===== config.mk =====
export PLATFORM = sky130hd
export DESIGN_NAME = angular_blip_track_table_top
export DESIGN_NICKNAME = d
export VERILOG_FILES = /design/src/abtt_pkg.sv /design/src/abtt_ram.sv /design/src/abtt_datapath.sv /design/src/abtt_ctrl.sv /design/src/angular_blip_track_table_top.sv
export SDC_FILE = /design/constraint.sdc
export NUM_CORES = 2
export LEC_CHECK = 0
export BUFFER_PORTS_ARGS = -buffer_cell sky130_fd_sc_hd__buf_2
export CORE_UTILIZATION = 55
export CTS_BUF_LIST = sky130_fd_sc_hd__clkbuf_4
export DETAILED_ROUTE_END_ITERATION = 10
export PLACE_DENSITY = 0.72
export RECOVER_POWER = 25
export SLEW_MARGIN = 20
export SYNTH_ARGS = -nofsm -noshare
export SYNTH_HDL_FRONTEND = slang
export SYNTH_SLANG_ARGS = --single-unit

===== constraint.sdc =====
create_clock -name clk -period 21.6 [get_ports clk]
set_clock_uncertainty 0.15 [all_clocks]
set_input_delay 4.32 -clock clk [delete_from_list [all_inputs] [get_ports clk]]
set_output_delay 4.32 -clock clk [all_outputs]
set_load 0.01 [all_outputs]

===== src/abtt_pkg.sv =====
package abtt_pkg;
	localparam int TableDepth = 64;
	localparam int IdxW = $clog2(TableDepth);
	localparam int CntW = $clog2(TableDepth + 1);
	localparam int AngW = 15;
	localparam int LifeW = 13;
	localparam int Turn = 23040;
	localparam int HalfTurn = 11520;
	localparam int LifeOne = 4096;

	typedef enum logic [2:0] {
		OP_AUDIO = 3'd0,
		OP_DECAY = 3'd1,
		OP_SETGEN = 3'd2,
		OP_CLEAR = 3'd3,
		OP_READ = 3'd4
	} op_t;

	typedef enum logic [2:0] {
		ST_INSERTED = 3'd0,
		ST_MERGED = 3'd1,
		ST_EVICTED = 3'd2,
		ST_STALE = 3'd3,
		ST_HIDDEN = 3'd4,
		ST_DONE = 3'd5
	} status_t;

	localparam logic [1:0] REG_DECAY = 2'd0;
	localparam logic [1:0] REG_WINDOW = 2'd1;
	localparam logic [1:0] REG_GAIN = 2'd2;
	localparam logic [1:0] REG_VISIBLE = 2'd3;

	// controller -> datapath
	typedef struct packed {
		logic load;       // capture item
		logic prep;       // compute wrapped angle and life
		logic gen_update; // take new generation
		logic clr;        // empty table
		logic rd_en;      // read entry at scan index
		logic rd_first;   // reset scan and write indices
		logic wr_en;      // write entry (address by wr_sel_new / wr_life_max, else write index)
		logic wr_sel_new; // write the new sample (else max-life, moved or decayed entry)
		logic wr_life_max;// write max(old, new) life at the entry just read
		logic wr_idx_inc; // advance write index
		logic cnt_from_wr;// entry count takes write index
		logic cnt_inc;
		logic cnt_dec;
		logic out_status;
		logic out_entry;
		logic out_last;
		status_t st;
	} cmd_t;

	// datapath -> controller
	typedef struct packed {
		op_t op;
		logic visible;
		logic stale;
		logic newer;
		logic scan_end;   // scan index reached entry count
		logic match;      // entry just read is within the window
		logic keep;       // entry just read survives decay
		logic full;
		logic empty;
		logic last_entry; // entry just read is the final one
		logic first_read; // entry just read is entry 0
	} stat_t;
endpackage


===== src/abtt_ram.sv =====
module abtt_ram #(
	parameter int Width = 8,
	parameter int Depth = 64
) (
	input logic clk,
	input logic we,
	input logic [$clog2(Depth)-1:0] waddr,
	input logic [Width-1:0] wdata,
	input logic [$clog2(Depth)-1:0] raddr,
	output logic [Width-1:0] rdata
);
	logic [Width-1:0] mem [Depth];

	always_ff @(posedge clk) begin
		if (we) begin
			mem[waddr] <= wdata;
		end
		rdata <= mem[raddr];
	end
endmodule


===== src/abtt_datapath.sv =====
module abtt_datapath import abtt_pkg::*; (
	input logic clk,
	input logic arst_n,
	input logic cfg_we,
	input logic [1:0] cfg_index,
	input logic [13:0] cfg_data,
	input logic [2:0] operation,
	input logic [31:0] session_generation,
	input logic signed [15:0] direction,
	input logic [12:0] loudness,
	input cmd_t cmd,
	output stat_t stat,
	output logic strobe,
	output logic kind,
	output logic [2:0] status,
	output logic signed [14:0] entry_angle,
	output logic [12:0] entry_life,
	output logic [6:0] occupancy,
	output logic last
);
	logic [12:0] decay_q;
	logic [13:0] window_q;
	logic [7:0] gain_q;
	logic visible_q;
	logic [31:0] gen_q, cur_gen_q;
	logic [2:0] op_q;
	logic signed [15:0] dir_q;
	logic [12:0] loud_q;
	logic signed [14:0] ang_q;
	logic [LifeW-1:0] life_q;
	logic [CntW-1:0] count_q, scan_q, wr_q;
	logic [CntW-1:0] rd_pos_q;

	logic signed [AngW-1:0] ram_ang;
	logic [LifeW-1:0] ram_life;
	logic [AngW-1:0] w_ang;
	logic [LifeW-1:0] w_life;
	logic [IdxW-1:0] w_addr;

	// config
	always_ff @(posedge clk or negedge arst_n) begin
		if (!arst_n) begin
			decay_q <= 13'd164;
			window_q <= 14'd1280;
			gain_q <= 8'd80;
			visible_q <= 1'b0;
		end else if (cfg_we) begin
			unique case (cfg_index)
				REG_DECAY: decay_q <= cfg_data[12:0];
				REG_WINDOW: window_q <= cfg_data;
				REG_GAIN: gain_q <= cfg_data[7:0];
				REG_VISIBLE: visible_q <= cfg_data[0];
				default: ;
			endcase
		end
	end

	// angle wrap: |dir| < 2 turns, so at most one turn off
	logic signed [16:0] d_ext, r1, r2;
	always_comb begin
		d_ext = 17'(dir_q);
		if (d_ext >= 17'sd23040) r1 = d_ext - 17'sd23040;
		else if (d_ext <= -17'sd23040) r1 = d_ext + 17'sd23040;
		else r1 = d_ext;
		if (r1 < -17'sd11520) r2 = r1 + 17'sd23040;
		else if (r1 > 17'sd11520) r2 = r1 - 17'sd23040;
		else r2 = r1;
	end

	logic [12:0] l_clamp;
	logic [20:0] prod;
	logic [16:0] life_raw;
	assign l_clamp = (loud_q > 13'd4096) ? 13'd4096 : loud_q;
	assign prod = 21'(l_clamp) * 21'(gain_q);
	assign life_raw = prod[20:4];

	always_ff @(posedge clk) begin
		if (cmd.load) begin
			op_q <= operation;
			gen_q <= session_generation;
			dir_q <= direction;
			loud_q <= loudness;
		end
		if (cmd.prep) begin
			ang_q <= r2[14:0];
			life_q <= (life_raw > 17'd4096) ? 13'd4096 : life_raw[12:0];
		end
	end

	// circular distance of entry vs sample
	logic signed [15:0] diff;
	logic [15:0] adiff, cdist;
	always_comb begin
		diff = 16'(ram_ang) - 16'(ang_q);
		adiff = diff[15] ? 16'(-diff) : 16'(diff);
		cdist = (adiff > 16'd11520) ? 16'd23040 - adiff : adiff;
	end

	logic [13:0] decayed;
	assign decayed = 14'(ram_life) - 14'(decay_q);

	// scan, write, count
	always_ff @(posedge clk or negedge arst_n) begin
		if (!arst_n) begin
			count_q <= '0;
			cur_gen_q <= '0;
			scan_q <= '0;
			wr_q <= '0;
			rd_pos_q <= '0;
		end else begin
			if (cmd.gen_update) cur_gen_q <= gen_q;
			if (cmd.rd_en) rd_pos_q <= scan_q;
			if (cmd.rd_first) begin
				scan_q <= '0;
				wr_q <= '0;
			end else if (cmd.rd_en) begin
				scan_q <= scan_q + 1'b1;
			end
			if (cmd.wr_idx_inc) wr_q <= wr_q + 1'b1;
			if (cmd.clr) count_q <= '0;
			else if (cmd.cnt_from_wr) count_q <= wr_q;
			else if (cmd.cnt_inc) count_q <= count_q + 1'b1;
			else if (cmd.cnt_dec) count_q <= count_q - 1'b1;
		end
	end

	always_comb begin
		if (cmd.wr_sel_new) begin
			w_ang = ang_q;
			w_life = life_q;
			w_addr = count_q[IdxW-1:0];
		end else if (cmd.wr_life_max) begin
			w_ang = ram_ang;
			w_life = (life_q > ram_life) ? life_q : ram_life;
			w_addr = rd_pos_q[IdxW-1:0];
		end else begin
			// move (eviction shift) or decay compaction
			w_ang = ram_ang;
			w_life = (op_q == OP_DECAY) ? decayed[LifeW-1:0] : ram_life;
			w_addr = wr_q[IdxW-1:0];
		end
	end

	abtt_ram #(.Width(AngW), .Depth(TableDepth)) u_ang (
		.clk(clk), .we(cmd.wr_en), .waddr(w_addr), .wdata(w_ang),
		.raddr(scan_q[IdxW-1:0]), .rdata(ram_ang));
	abtt_ram #(.Width(LifeW), .Depth(TableDepth)) u_life (
		.clk(clk), .we(cmd.wr_en), .waddr(w_addr), .wdata(w_life),
		.raddr(scan_q[IdxW-1:0]), .rdata(ram_life));

	always_comb begin
		stat.op = op_t'(op_q);
		stat.visible = visible_q;
		stat.stale = gen_q < cur_gen_q;
		stat.newer = gen_q > cur_gen_q;
		stat.scan_end = scan_q >= count_q;
		stat.match = cdist < 16'(window_q);
		stat.keep = !decayed[13] && (decayed != 14'd0);
		stat.full = count_q >= CntW'(TableDepth);
		stat.empty = count_q == '0;
		stat.last_entry = (rd_pos_q + 1'b1) == count_q;
		stat.first_read = rd_pos_q == '0;
	end

	// result register
	always_ff @(posedge clk or negedge arst_n) begin
		if (!arst_n) begin
			strobe <= 1'b0;
		end else begin
			strobe <= cmd.out_status | cmd.out_entry;
		end
	end

	always_ff @(posedge clk) begin
		if (cmd.out_entry) begin
			kind <= 1'b1;
			status <= ST_DONE;
			entry_angle <= ram_ang;
			entry_life <= ram_life;
		end else begin
			kind <= 1'b0;
			status <= cmd.st;
			entry_angle <= '0;
			entry_life <= '0;
		end
		occupancy <= 7'(count_q);
		last <= cmd.out_last;
	end
endmodule


===== src/abtt_ctrl.sv =====
module abtt_ctrl import abtt_pkg::*; (
	input logic clk,
	input logic arst_n,
	input logic start,
	input stat_t stat,
	output logic busy,
	output cmd_t cmd
);
	typedef enum logic [3:0] {
		S_IDLE, S_PREP, S_DISPATCH, S_MSCAN, S_MTEST, S_APPEND,
		S_SHIFT, S_SHIFT_W, S_DSCAN, S_DTEST, S_DFIN, S_RSCAN, S_ROUT, S_DONE
	} state_t;

	state_t state_q;
	status_t st_q;

	always_comb begin
		cmd = '0;
		cmd.st = st_q;
		cmd.load = (state_q == S_IDLE) && start;
		unique case (state_q)
			S_IDLE: ;
			S_PREP: cmd.prep = 1'b1;
			S_DISPATCH: begin
				cmd.rd_first = 1'b1;
				if (stat.op == OP_AUDIO && stat.visible && stat.newer) begin
					cmd.gen_update = 1'b1;
					cmd.clr = 1'b1;
				end else if (stat.op == OP_SETGEN) begin
					cmd.gen_update = 1'b1;
					cmd.clr = 1'b1;
				end else if (stat.op == OP_CLEAR) begin
					cmd.clr = 1'b1;
				end
			end
			S_MSCAN: begin
				cmd.rd_en = !stat.scan_end;
				// restart the scan for the eviction shift
				cmd.rd_first = stat.scan_end && stat.full;
			end
			S_MTEST: begin
				// raise the life of the entry just read on a match
				cmd.wr_en = stat.match;
				cmd.wr_life_max = stat.match;
			end
			S_APPEND: begin
				cmd.wr_en = 1'b1;
				cmd.wr_sel_new = 1'b1;
				cmd.cnt_inc = 1'b1;
			end
			S_SHIFT: begin
				cmd.rd_en = !stat.scan_end;
				cmd.cnt_dec = stat.scan_end;
			end
			S_SHIFT_W: begin
				cmd.wr_en = !stat.first_read;
				cmd.wr_idx_inc = !stat.first_read;
			end
			S_DSCAN: cmd.rd_en = !stat.scan_end;
			S_DTEST: begin
				cmd.wr_en = stat.keep;
				cmd.wr_idx_inc = stat.keep;
			end
			S_DFIN: cmd.cnt_from_wr = 1'b1;
			S_RSCAN: cmd.rd_en = !stat.scan_end;
			S_ROUT: begin
				cmd.out_entry = 1'b1;
				cmd.out_last = stat.last_entry;
			end
			S_DONE: begin
				cmd.out_status = 1'b1;
				cmd.out_last = 1'b1;
			end
			default: ;
		endcase
	end

	assign busy = state_q != S_IDLE;

	always_ff @(posedge clk or negedge arst_n) begin
		if (!arst_n) begin
			state_q <= S_IDLE;
			st_q <= ST_DONE;
		end else begin
			unique case (state_q)
				S_IDLE: if (start) begin
					state_q <= S_PREP;
					st_q <= ST_DONE;
				end
				S_PREP: state_q <= S_DISPATCH;
				S_DISPATCH: begin
					priority case (stat.op)
						OP_AUDIO: begin
							if (!stat.visible) begin
								st_q <= ST_HIDDEN;
								state_q <= S_DONE;
							end else if (stat.stale) begin
								st_q <= ST_STALE;
								state_q <= S_DONE;
							end else begin
								state_q <= S_MSCAN;
							end
						end
						OP_DECAY: state_q <= S_DSCAN;
						OP_READ: begin
							if (stat.empty) state_q <= S_DONE;
							else state_q <= S_RSCAN;
						end
						default: state_q <= S_DONE;
					endcase
				end
				S_MSCAN: begin
					if (stat.scan_end) begin
						if (stat.full) begin
							st_q <= ST_EVICTED;
							state_q <= S_SHIFT;
						end else begin
							st_q <= ST_INSERTED;
							state_q <= S_APPEND;
						end
					end else begin
						state_q <= S_MTEST;
					end
				end
				S_MTEST: begin
					if (stat.match) begin
						st_q <= ST_MERGED;
						state_q <= S_DONE;
					end else begin
						state_q <= S_MSCAN;
					end
				end
				S_APPEND: state_q <= S_DONE;
				S_SHIFT: begin
					// first read is entry 0, dropped; others move down one
					if (stat.scan_end) state_q <= S_APPEND;
					else state_q <= S_SHIFT_W;
				end
				S_SHIFT_W: state_q <= S_SHIFT;
				S_DSCAN: state_q <= stat.scan_end ? S_DFIN : S_DTEST;
				S_DTEST: state_q <= S_DSCAN;
				S_DFIN: state_q <= S_DONE;
				S_RSCAN: state_q <= S_ROUT;
				S_ROUT: state_q <= stat.last_entry ? S_IDLE : S_RSCAN;
				S_DONE: state_q <= S_IDLE;
				default: state_q <= S_IDLE;
			endcase
		end
	end
endmodule


===== src/angular_blip_track_table_top.sv =====
// Angular blip track table.
// Pulse start with operation, session_generation, direction and loudness
// while busy is low; the item is taken at that edge and busy rises.
// Results come out one per strobe cycle on kind, status, entry_angle,
// entry_life, occupancy and last; the receiver cannot hold them off.
// Configuration: cfg_we with cfg_index (0 decay_step, 1 merge_window,
// 2 visual_gain, 3 overlay_visible) and cfg_data; the user must write these
// only while idle; the block itself does not enforce it. Control items
// answer with one status result; an audio item scans the table until a
// match, and a full-table eviction then shifts every entry down one; a
// decay tick scans every entry; a read out emits one entry per strobe.
// Each table scan reads the registered-read RAMs in the controller loop;
// the longest item is an audio item evicting from a full table.
// Reset empties the table, zeroes the generation and loads register
// defaults; table contents are undefined until written.
module angular_blip_track_table_top import abtt_pkg::*; (
	input logic clk,
	input logic arst_n,
	input logic start,
	output logic busy,
	input logic [2:0] operation,
	input logic [31:0] session_generation,
	input logic signed [15:0] direction,
	input logic [12:0] loudness,
	input logic cfg_we,
	input logic [1:0] cfg_index,
	input logic [13:0] cfg_data,
	output logic strobe,
	output logic kind,
	output logic [2:0] status,
	output logic signed [14:0] entry_angle,
	output logic [12:0] entry_life,
	output logic [6:0] occupancy,
	output logic last
);
	cmd_t cmd;
	stat_t stat;

	abtt_ctrl u_ctrl (
		.clk(clk), .arst_n(arst_n), .start(start), .stat(stat),
		.busy(busy), .cmd(cmd));

	abtt_datapath u_dp (
		.clk(clk), .arst_n(arst_n), .cfg_we(cfg_we), .cfg_index(cfg_index),
		.cfg_data(cfg_data), .operation(operation),
		.session_generation(session_generation), .direction(direction),
		.loudness(loudness), .cmd(cmd), .stat(stat), .strobe(strobe),
		.kind(kind), .status(status), .entry_angle(entry_angle),
		.entry_life(entry_life), .occupancy(occupancy), .last(last));
endmodule


==> out/metrics.csv <==
metric;value;unit
Die Width;398;microns
Reg2Reg Setup Slack;12.36;ns
#FFs+latches synth;2056;
routed length per instance;27.4;microns
crit-path leading delay family;compound AO/OA/AOI/OAI gates;
grt ovf;0;
Die Ht;398;microns
xor and xnor area share after synthesis;0.802;%
initial antenna violation count;16;
Setup crit end kind;register;
Tot Pwr;14100;uW
Crit Path Category;reg2reg;
Synth Cell Area;86200;sq um
Adder-Cell Fraction of Synth Area;3.76;%
worst-case clock buffer depth;4;
All-Layer GR Usage;26.1;%
CTS Sinks;2056;
Post-Synthesis Cells;4479;
Critical Path AT;9.93;ns
Synth Area in Compound Gates;3.34;%
nets@finish;5315;
Area Overhead vs Synth;11.9;%
failing checks;capacitance limit, slew limit;
setup TNS;0;ns
final period utilization;42.8;%
IO Count;126;
Finish-stage setup viols;0;
total CTS buffers;539;
post-synth top area share;65.6;%
asr flop ratio synth;5.06;%
Routed WL;203000;microns
fin util;62.3;%
H-tree Lvls;6;
largest net degree at the start of global routing;105;
Clock Latency Late Sink;1.24;ns
status;complete, but fails checks;
max-cap violations;19;
dpl cells;6516;
WP buf/inv;1;
Clock transition at path regs;0.06;ns
global-route wire length before repair;299000;microns
worst hold path type;reg2reg;
ratio of cells with drive above 1 in the final layout;33.0;%
Rows;144;
cts repair resizes;0;
postcts setup bufs;0;
Final GP Congestion;0.915;
Worst path max stage delay;1.01;ns
worst-path fanout max;28;
die area;158000;sq um
syn_nets;4781;
final non-filler cell total;7419;
largest family of logic cells by synthesized area;multiplexers;
hpwl dp;127000;microns
pins over their slew limit;1061;
PD cells;146;nW/um^2
min Tclk post-route;9.24;ns
Slew @ Worst Pin;4.12;ns
CTS tree;yes;
hold-fix buffers at CTS;0;
via count;45700;
antenna-violating nets left;0;
Initial Util;55.7;%
RSZ-0062 raised after global routing;no;
Port Buf Inserts;125;
DRT iter0 DRCs;5134;
Synth area leaders;edfxtp_1 66%, mux4_2 15%, dfrtp_1 2.8%, ha_1 2.2%, fa_1 1.6%;
crit path max-delay cell type;nor2_4;
drt first pass iters;6;
Yosys cell types;91;
Post-synth EDFFs;1884;
drt via density;6.16;
number of global-route vias before repair;45800;
post-synth top area cell;edfxtp_1;
Residual DRC;0;
most frequent cells in the layout;1884 x edfxtp_1, 773 x clkbuf_4, 589 x mux4_2;
maximum VDD drop;0.128;mV
most common cell after layout, fill and taps aside;edfxtp_1;
Syn Area/Cell;19.3;sq um
data required time of the worst path;22.29;ns
Final Hold Viols;0;
Max Clock Freq;108;MHz
top_reg_cell synth;edfxtp_1;
synthesized-area fraction occupied by and/or/nand/nor cells;3.63;%
CTS root buffer;clkbuf_4;
mux cell area share after synthesis;16.4;%
core area;155000;sq um
crit start category;register;
yosys warns;0;
Worst slew margin;-178;%
sequential share of the synthesized area;70.2;%
static leakage;0.0324;uW
cells in the mapped netlist, types with 7 or more instances:
master,count
edfxtp_1,1884
nor3_1,32
and3_1,13
and2_1,75
a21oi_1,89
a211oi_1,14
o211ai_1,13
nand2_1,154
a21o_1,28
nand4_1,23
dfxtp_1,68
clkbuf_1,147
mux4_2,589
o2bb2ai_1,13
mux2i_1,13
a31oi_1,15
nor4_1,24
fa_1,69
nor3b_1,10
inv_1,219
a32oi_1,11
o2111ai_1,7
nor2_1,150
nor2b_1,40
or3_1,8
dfrtp_1,95
o21ai_0,107
ha_1,149
dfstp_2,9
o21a_1,23
buf_1,45
a21boi_0,8
o31ai_1,7
mux2_2,65
xor2_1,25
nand3_1,30
nand2b_1,26
xnor2_1,54
final cells by class:
class,count,area (sq um)
Clock inverter,121,757
Sequential cell,2056,60600
Inverter,219,822
Tap cell,2044,2560
Fill cell,10900,58300
Antenna cell,9,22.5
Multi-Input combinational cell,2004,24900
Timing Repair Buffer,193,1100
Clock buffer,773,5800
cells by family (layout without fill, tap and decap cells):
family,after synthesis,in the layout
other cells,0,9
simple gates,616,616
compound gates,424,424
mux,667,667
fa+ha+maj,218,218
buf+inv,419,1306
xor+xnor,79,79
flops,2056,2056
layer usage:
metal	global-route usage (%)	vias to the layer above	part of all wire, %
met5	0	-	0.0064
met4	9.13	2	3.0
met3	6.42	332	9.9
met2	37.5	2268	45
met1	39.2	23600	42
li1	-	19500	-
sequential cells by signal (all words and copies together), names as in the netlist, 14 cells and up:
register / count
u_dp.u_ang.mem: 960
u_dp.cur_gen_q: 32
u_dp.u_ang.rdata: 15
u_dp.window_q: 14
u_dp.dir_q: 16
u_dp.gen_q: 32
u_dp.u_life.mem: 832
u_dp.entry_angle: 15
u_dp.ang_q: 15
power breakdown:
group / switching (uW) / internal [uW] / total, uW
sequential: 223 / 5260 / 5480
combinational: 3360 / 1970 / 5330
clock: 1520 / 1770 / 3280
total: 5100 / 9000 / 14100
path summary, 6_finish.rpt:
check	end	cells past startpoint	start
min in group asynchronous	u_dp.cur_gen_q[22]	1	arst_n
worst max register to register	u_dp.u_ang.mem[22][9]	28	u_dp.ang_q[6]
worst max-delay path	u_dp.u_ang.mem[22][9]	28	u_dp.ang_q[6]
worst min-delay path	u_dp.ang_q[7]	0	u_dp.dir_q[7]
max in group asynchronous	u_dp.window_q[11]	2	arst_n
worst min register to register	u_dp.ang_q[7]	0	u_dp.dir_q[7]
through the flow:
| stage | instance area (sq um) | setup WS (ns) | hold slack, ns |
|---|---|---|---|
| after floorplan | 86200 | 12.46 | 0.267 |
| after global placement | 90100 | 12.59 | 0.283 |
| after detailed placement | 90100 | 12.44 | 0.281 |
| after CTS | 96600 | 12.36 | 0.284 |
| after global routing | 96500 | 11.70 | 0.297 |
| final | 96500 | 12.36 | 0.290 |
worst register-to-register path, delay by kind of cell, from the launching register on:
family                     cells  cell delay, ns
buffers and inverters          1            0.08
adders and majority gates      3            0.87
muxes                          1            0.37
and+or+nand+nor                7            2.45
DFF                            1            0.36
AOI/OAI and AO/OA             15            4.43
xor gates and xnor gates       1            0.12
(Power assumes the default switching activity.)
